===== src/hw/rtl/glos_pkg.sv =====
package glos_pkg;

    // item field widths
    localparam int unsigned COORD_W    = 9;
    localparam int unsigned IN_DATA_W  = 40;
    localparam int unsigned OUT_DATA_W = 8;

    // bitmap word layout: column x is bit (x & 63) of word (x >> 6) of its row
    localparam int unsigned WORD_BITS = 64;
    localparam int unsigned BIT_SEL_W = 6;

    // walk bookkeeping
    localparam int unsigned GUARD_W = COORD_W + 1;

    // defaults of the top level parameters
    localparam int unsigned MAX_WIDTH_DEF  = 256;
    localparam int unsigned MAX_HEIGHT_DEF = 256;
    localparam int unsigned ROW_WORDS_DEF  = 4;

    // configuration port
    localparam int unsigned CFG_INDEX_W = 2;
    localparam int unsigned CFG_DATA_W  = 9;
    localparam logic [CFG_INDEX_W-1:0] REG_GRID_WIDTH   = 2'd0;
    localparam logic [CFG_INDEX_W-1:0] REG_GRID_HEIGHT  = 2'd1;
    localparam logic [CFG_INDEX_W-1:0] REG_CORNER_CUT   = 2'd2;
    localparam logic [COORD_W-1:0]     GRID_SIZE_RESET  = 9'd256;

    // command codes (carried on s_tuser)
    localparam logic CMD_WRITE = 1'b0;
    localparam logic CMD_QUERY = 1'b1;

    typedef logic [COORD_W-1:0]   coord_t;
    typedef logic [WORD_BITS-1:0] word_t;

    typedef struct packed {
        logic start;
        logic release_ack;
    } walk_ctl_t;

    typedef struct packed {
        logic done;
        logic sight;
    } walk_stat_t;

    function automatic logic coord_inside(coord_t c, coord_t lim, int unsigned max_lim);
        return (32'(c) < 32'(lim)) && (32'(c) < max_lim);
    endfunction

    function automatic logic cell_in_row(coord_t x, int unsigned row_words);
        return 32'(x[COORD_W-1:BIT_SEL_W]) < row_words;
    endfunction

    function automatic logic [31:0] word_index(coord_t x, coord_t y, int unsigned row_words);
        return 32'(y) * row_words + 32'(x[COORD_W-1:BIT_SEL_W]);
    endfunction

endpackage


===== src/hw/rtl/glos_walk.sv =====
module glos_walk #(
    parameter int unsigned MAX_WIDTH  = glos_pkg::MAX_WIDTH_DEF,
    parameter int unsigned MAX_HEIGHT = glos_pkg::MAX_HEIGHT_DEF,
    parameter int unsigned ROW_WORDS  = glos_pkg::ROW_WORDS_DEF,
    parameter int unsigned AW         = 10
) (
    input  logic                  aclk,
    input  logic                  aresetn,
    input  glos_pkg::walk_ctl_t   ctl,
    input  glos_pkg::coord_t      x_from,
    input  glos_pkg::coord_t      y_from,
    input  glos_pkg::coord_t      x_to,
    input  glos_pkg::coord_t      y_to,
    input  glos_pkg::coord_t      grid_width,
    input  glos_pkg::coord_t      grid_height,
    input  logic                  corner_cut,
    output logic [AW-1:0]         rd_addr,
    input  glos_pkg::word_t       rd_word,
    output glos_pkg::walk_stat_t  stat
);

    localparam int unsigned DW = glos_pkg::COORD_W + 3;
    localparam int unsigned GW = glos_pkg::GUARD_W;

    localparam logic [1:0] W_IDLE = 2'd0;
    localparam logic [1:0] W_RUN  = 2'd1;
    localparam logic [1:0] W_DONE = 2'd2;

    // diagonal step without corner cutting: two corner reads, then the move
    localparam logic [1:0] PH_CORNER_A = 2'd0;
    localparam logic [1:0] PH_CORNER_B = 2'd1;
    localparam logic [1:0] PH_MOVE     = 2'd2;

    logic [1:0]                        state_reg, state_next;
    logic [1:0]                        phase_reg, phase_next;
    glos_pkg::coord_t                  x_reg, x_next, y_reg, y_next;
    glos_pkg::coord_t                  nx_reg, nx_next, ny_reg, ny_next;
    glos_pkg::coord_t                  ix_reg, ix_next, iy_reg, iy_next;
    logic                              x_dec_reg, x_dec_next, y_dec_reg, y_dec_next;
    logic signed [DW-1:0]              d_reg, d_next;
    logic [GW-1:0]                     guard_reg, guard_next;
    logic                              started_reg, started_next;
    logic                              pend_reg, pend_next;
    logic                              cell_ok_reg, cell_ok_next;
    logic [glos_pkg::BIT_SEL_W-1:0]    bit_sel_reg, bit_sel_next;
    logic                              sight_reg, sight_next;

    glos_pkg::coord_t     cx, cy, xn, yn, nx_in, ny_in;
    logic                 issue, loop_go, need_corners, ends_inside;
    logic signed [DW-1:0] nx2, ny2;
    logic [31:0]          addr_wide;

    assign xn = x_dec_reg ? x_reg - 1'b1 : x_reg + 1'b1;
    assign yn = y_dec_reg ? y_reg - 1'b1 : y_reg + 1'b1;
    assign nx2 = $signed(DW'({nx_reg, 1'b0}));
    assign ny2 = $signed(DW'({ny_reg, 1'b0}));
    assign loop_go = ((ix_reg < nx_reg) || (iy_reg < ny_reg)) && (guard_reg != '0);
    assign need_corners = (d_reg == '0) && !corner_cut;

    assign nx_in = (x_to >= x_from) ? x_to - x_from : x_from - x_to;
    assign ny_in = (y_to >= y_from) ? y_to - y_from : y_from - y_to;
    assign ends_inside =
        glos_pkg::coord_inside(x_from, grid_width, MAX_WIDTH) &&
        glos_pkg::coord_inside(y_from, grid_height, MAX_HEIGHT) &&
        glos_pkg::coord_inside(x_to, grid_width, MAX_WIDTH) &&
        glos_pkg::coord_inside(y_to, grid_height, MAX_HEIGHT);

    always_comb begin
        state_next   = state_reg;
        phase_next   = phase_reg;
        x_next       = x_reg;
        y_next       = y_reg;
        nx_next      = nx_reg;
        ny_next      = ny_reg;
        ix_next      = ix_reg;
        iy_next      = iy_reg;
        x_dec_next   = x_dec_reg;
        y_dec_next   = y_dec_reg;
        d_next       = d_reg;
        guard_next   = guard_reg;
        started_next = started_reg;
        sight_next   = sight_reg;
        cell_ok_next = cell_ok_reg;
        bit_sel_next = bit_sel_reg;
        cx           = x_reg;
        cy           = y_reg;
        issue        = 1'b0;

        case (state_reg)
            W_IDLE: begin
                if (ctl.start) begin
                    if (ends_inside) begin
                        x_next       = x_from;
                        y_next       = y_from;
                        nx_next      = nx_in;
                        ny_next      = ny_in;
                        ix_next      = '0;
                        iy_next      = '0;
                        x_dec_next   = x_to < x_from;
                        y_dec_next   = y_to < y_from;
                        d_next       = $signed(DW'(ny_in)) - $signed(DW'(nx_in));
                        guard_next   = GW'(nx_in) + GW'(ny_in);
                        phase_next   = PH_CORNER_A;
                        started_next = 1'b0;
                        state_next   = W_RUN;
                    end else begin
                        sight_next = 1'b0;
                        state_next = W_DONE;
                    end
                end
            end
            W_RUN: begin
                if (pend_reg && (!cell_ok_reg || rd_word[bit_sel_reg])) begin
                    sight_next = 1'b0;
                    state_next = W_DONE;
                end else if (!started_reg) begin
                    // start cell
                    issue        = 1'b1;
                    started_next = 1'b1;
                end else if (loop_go) begin
                    issue = 1'b1;
                    if (need_corners && phase_reg == PH_CORNER_A) begin
                        cy         = yn;
                        phase_next = PH_CORNER_B;
                    end else if (need_corners && phase_reg == PH_CORNER_B) begin
                        cx         = xn;
                        phase_next = PH_MOVE;
                    end else begin
                        phase_next = PH_CORNER_A;
                        guard_next = guard_reg - 1'b1;
                        if (d_reg == '0) begin
                            cx      = xn;
                            cy      = yn;
                            ix_next = ix_reg + 1'b1;
                            iy_next = iy_reg + 1'b1;
                            d_next  = d_reg + ny2 - nx2;
                        end else if (d_reg[DW-1]) begin
                            cx      = xn;
                            ix_next = ix_reg + 1'b1;
                            d_next  = d_reg + ny2;
                        end else begin
                            cy      = yn;
                            iy_next = iy_reg + 1'b1;
                            d_next  = d_reg - nx2;
                        end
                        x_next = cx;
                        y_next = cy;
                    end
                end else if (!pend_reg) begin
                    sight_next = 1'b1;
                    state_next = W_DONE;
                end
            end
            W_DONE: begin
                if (ctl.release_ack) begin
                    state_next = W_IDLE;
                end
            end
            default: begin
                state_next = W_IDLE;
            end
        endcase

        if (issue) begin
            cell_ok_next = glos_pkg::cell_in_row(cx, ROW_WORDS);
            bit_sel_next = cx[glos_pkg::BIT_SEL_W-1:0];
        end
        pend_next = issue;
    end

    assign addr_wide = glos_pkg::word_index(cx, cy, ROW_WORDS);
    assign rd_addr   = addr_wide[AW-1:0];

    always_ff @(posedge aclk) begin
        if (!aresetn) begin
            state_reg <= W_IDLE;
            pend_reg  <= 1'b0;
        end else begin
            state_reg <= state_next;
            pend_reg  <= pend_next;
        end
    end

    always_ff @(posedge aclk) begin
        phase_reg   <= phase_next;
        x_reg       <= x_next;
        y_reg       <= y_next;
        nx_reg      <= nx_next;
        ny_reg      <= ny_next;
        ix_reg      <= ix_next;
        iy_reg      <= iy_next;
        x_dec_reg   <= x_dec_next;
        y_dec_reg   <= y_dec_next;
        d_reg       <= d_next;
        guard_reg   <= guard_next;
        started_reg <= started_next;
        cell_ok_reg <= cell_ok_next;
        bit_sel_reg <= bit_sel_next;
        sight_reg   <= sight_next;
    end

    assign stat.done  = (state_reg == W_DONE);
    assign stat.sight = sight_reg;

endmodule


===== config.mk =====
export PLATFORM = sky130hd
export DESIGN_NAME = glos_walk
export DESIGN_NICKNAME = d
export VERILOG_FILES = /design/src/hw/rtl/glos_pkg.sv /design/src/hw/rtl/glos_walk.sv
export SDC_FILE = /design/constraint.sdc
export NUM_CORES = 1
export LEC_CHECK = 0
export BUFFER_PORTS_ARGS = -buffer_cell sky130_fd_sc_hd__buf_2
export CAP_MARGIN = 10
export CORE_ASPECT_RATIO = 1.5
export CORE_MARGIN = 2
export CORE_UTILIZATION = 60
export CTS_CLUSTER_SIZE = 12
export DETAILED_ROUTE_END_ITERATION = 8
export PLACE_DENSITY_LB_ADDON = 0.05
export REMOVE_ABC_BUFFERS = 1
export SLEW_MARGIN = 20
export SYNTH_ARGS = -nofsm -noshare
export SYNTH_HDL_FRONTEND = slang
export SYNTH_SLANG_ARGS = --single-unit

===== constraint.sdc =====
create_clock -name aclk -period 5.8 [get_ports aclk]
set_clock_uncertainty 0.05 [all_clocks]
set_input_delay 1.16 -clock aclk [delete_from_list [all_inputs] [get_ports aclk]]
set_output_delay 1.16 -clock aclk [all_outputs]
set_load 0.1 [all_outputs]

==> metrics list <==
* Total Nets Final: 1539
- VDD sags by at most 0.1408 mV.
- The final route contains 8603 vias.
* Max FO, Critical Path: 5
- Leading register cell type out of synthesis: edfxtp_1
- After detailed routing, the number of remaining DRC violations is 0.
* Clock Path Buffers: 2
* Gp weighted congestion: 0.9552
- The flow ran to the end, and the final reports show no timing, DRC or antenna violations.
* Number of flip-flops and latches in the synthesized netlist: 91
* Delay of the slowest cell on the worst path: 0.31 ns
* Final routed wirelength across all metal layers: 25180 um
- Summed instance area of the synthesized netlist: 10180 sq um
- Number of synthesized flops with an enable pin: 88
- The worst setup path is captured at a primary output.
* Mean area per synthesized cell: 9.076 sq um
- Power per cell area: 192.7 nW/um^2
* Leakage dissipation: 5.279 nW
- Across all register-to-register paths, the minimum setup slack is 2.05 ns.
- The largest individual stage delay along the critical path comes from the cell mux2_1.
* Final cell utilization of the core: 0.6933
- First-pass detailed-route iteration total: 5
- Number of clock buffers inserted by TritonCTS: 9
* Warnings from Yosys: 0
- Synth async-reset ratio: 0
* Number of flip-flops under the largest register name: 12
- In this design, the largest share of critical-path delay is due to compound AO/OA/AOI/OAI gates.
- Timing would allow up to 176.9 MHz.
- The number of antenna violations at the first check in global routing is 0.
* Growth of design area from synthesis to finish: 13.64%
- The max-slew violation count is 0.
- The via count of the first global-routing pass was 8481.
- For the worst setup path, the data required time is 4.59 ns.
- The library cells used most frequently in the layout, excluding fill and tap cells, are ha_1 (144), buf_2 (126), inv_1 (121).
- Final HPWL from detailed placement: 20220 um
* H-Tree Depth: 3
- Wire length of the first global-routing pass: 39810 um
- Worst hold margin: 0.5671 ns
- The tightest min-delay check is of the flop to flop type.
- The clock reaches the later pin of the worst-skew pair after 0.36 ns.
* Sum Neg Setup Slack: 0 ns
* Total Die Area: 18050 sq um
* Overall global routing resource usage: 0.2840
- Maximum number of pins on one net before global-route repair: 62
* Transition time of the tightest slew-check pin: 0.9563 ns
- The number of antenna diodes in the final layout is 0.
- Counting both buffers and inverters, the worst setup path holds a total of 3.
- Post-synthesis cell type count: 79
* Antenna viol nets, final: 0
- Quantity of I/O buffers inserted on ports: 134
- The worst setup path is of the input pin to primary output kind.
* Slew Limit Headroom: 0.3601
- For this configuration, the core starts out at a cell density of 0.6101.
- The library cell used most frequently in the layout, excluding fill and tap cells, is ha_1.
- For this block, the initial DRC count from the detailed router was 455.
* Share of the cycle needed by the critical path after routing: 0.9747
* Final design instance area without fill: 11570 sq um
- The number of hold buffers added after CTS was 0.
* Unrepaired setup endpoints after global routing: yes
- Synthesis handed over a netlist of 1122 instances.
* Height of the die: 163.6 um
- Number of primary I/O pins: 135
* Die outline width: 110.4 um
* Std cell rows: 58
- Clock transition at path regs: 0.07 ns
- The signal on the critical path passes through buf_2 -> mux2_1 -> or3_1 -> o211ai_1 -> o21ai_1 -> o211a_2 -> nor4_4 -> o21a_1 -> nand3b_1 -> xnor2_1 -> buf_4 -> ha_1 -> ha_4 -> nand3_1 -> mux2_2 -> a22oi_2 -> buf_12.
- Post-Place Cells: 1459
- Hold Fails Final Rpt: 0
* CTS tree: built
- The total area inside the core boundary comes to 16690 sq um.
* Final number of setup-violating endpoints: 0
- The worst path needs 5.654 ns of the cycle, external delays included.
- At the worst endpoint, the arrival time is 4.44 ns.
- Root cell of the clock tree: clkbuf_16
- Total placed instance area: 11240 sq um
- Of the synthesized area, sequential elements account for 0.2654.
- The finished layout holds 1475 standard cells, fillers aside.
- In the routed layout, each cell is associated on average with a via count of 5.833.
- The worst setup path is launched from an input pin.
- Routed length per instance: 17.07 um
- CTS saw 91 sinks.
- Proportion of layout cells with a drive suffix above 1: 0.1802
- Max-cap violations in this run came to 0.
* Congestion Overflow GR: 0
[per-layer routing]
layer,up-vias,share of wire,GRT usage
met5,-,0,0
met4,0,0.035,0.1097
met3,45,0.032,0.02913
met2,192,0.53,0.5321
met1,4028,0.40,0.3222
li1,4338,-,-
[Yosys cell counts, drive strengths merged (9+ instances only)]
cell type	count	area, sq um
nand2b	11	68.82
xnor2	47	411.6
edfxtp	88	2643
a21o	23	172.7
mux2i	43	430.4
a21oi	80	400.4
or3	16	100.1
inv	121	454.2
nor3	17	85.08
o21bai	16	120.1
buf	17	143.9
a211oi	14	110.1
nor2	70	262.8
o21ai	59	295.3
nand3	33	165.2
and2	11	68.82
clkbuf	22	102.6
ha	145	1814
fa	11	220.2
nand2	72	270.3
o211ai	11	82.58
nor2b	17	106.4
xor2	32	280.3
o21a	9	67.56
mux2	16	180.2
nor4	9	62.56
a31oi	11	68.82
[metrics by stage]
step	worst slack (ns)	power, mW
after floorplan	-0.9292	1.349
after global placement	0.09390	1.586
after detailed placement	0.04387	1.609
after CTS	0.01810	2.233
after global routing	-0.06811	2.353
final	0.1465	2.230
[path summary, 6_finish.rpt]
kind,startpoint,to,depth (start not counted)
worst max-delay path,rd_word[54],rd_addr[6],17
worst min-delay path,iy_reg[0]$_SDFFCE_PN0P_,iy_reg[0]$_SDFFCE_PN0P_,1
worst min register to register,iy_reg[0]$_SDFFCE_PN0P_,iy_reg[0]$_SDFFCE_PN0P_,1
worst max register to register,bit_sel_reg[0]$_DFFE_PP_,ix_reg[0]$_SDFFCE_PN0P_,8
[where the power goes]
part / switching (mW) / internal [mW]
logic: 0.444 / 0.385
registers: 0.00334 / 0.771
clock network: 0.284 / 0.343
[cells by family after synthesis]
kind of cell | Yosys count | share of synthesized area
fa+ha+maj | 156 | 0.1998
mux | 66 | 0.07728
compound gates | 283 | 0.1823
xor+xnor | 79 | 0.06794
buf+inv | 160 | 0.06880
flops | 91 | 0.2654
simple gates | 287 | 0.1385
[cell type report]
| cell class | count | area, sq um |
|---|---|---|
| flip-flops and latches | 91 | 2703 |
| clock buffers | 9 | 225.2 |
| well taps | 210 | 262.8 |
| multi-input cells | 871 | 6814 |
| fillers | 1398 | 5119 |
| repair buffers | 166 | 1031 |
| clock inverters | 7 | 82.58 |
| inverters | 121 | 454.2 |
[repair_timing]
action,CTS,global route
buffers inserted,0,0
setup endpoints to repair,0,3
endpoints found under the hold margin,0,0
resized for setup,0,5
[worst register-to-register path, stage by stage (launching register included)]
cell and delay [ns]:
edfxtp_1 0.62, mux4_1 0.60, mux2i_1 0.16, o2111ai_1 0.13
o211a_2 0.31, nand2b_1 0.17, or3_1 0.31, a21o_1 0.28
a211oi_2 0.75
(Power assumes the default switching activity.)
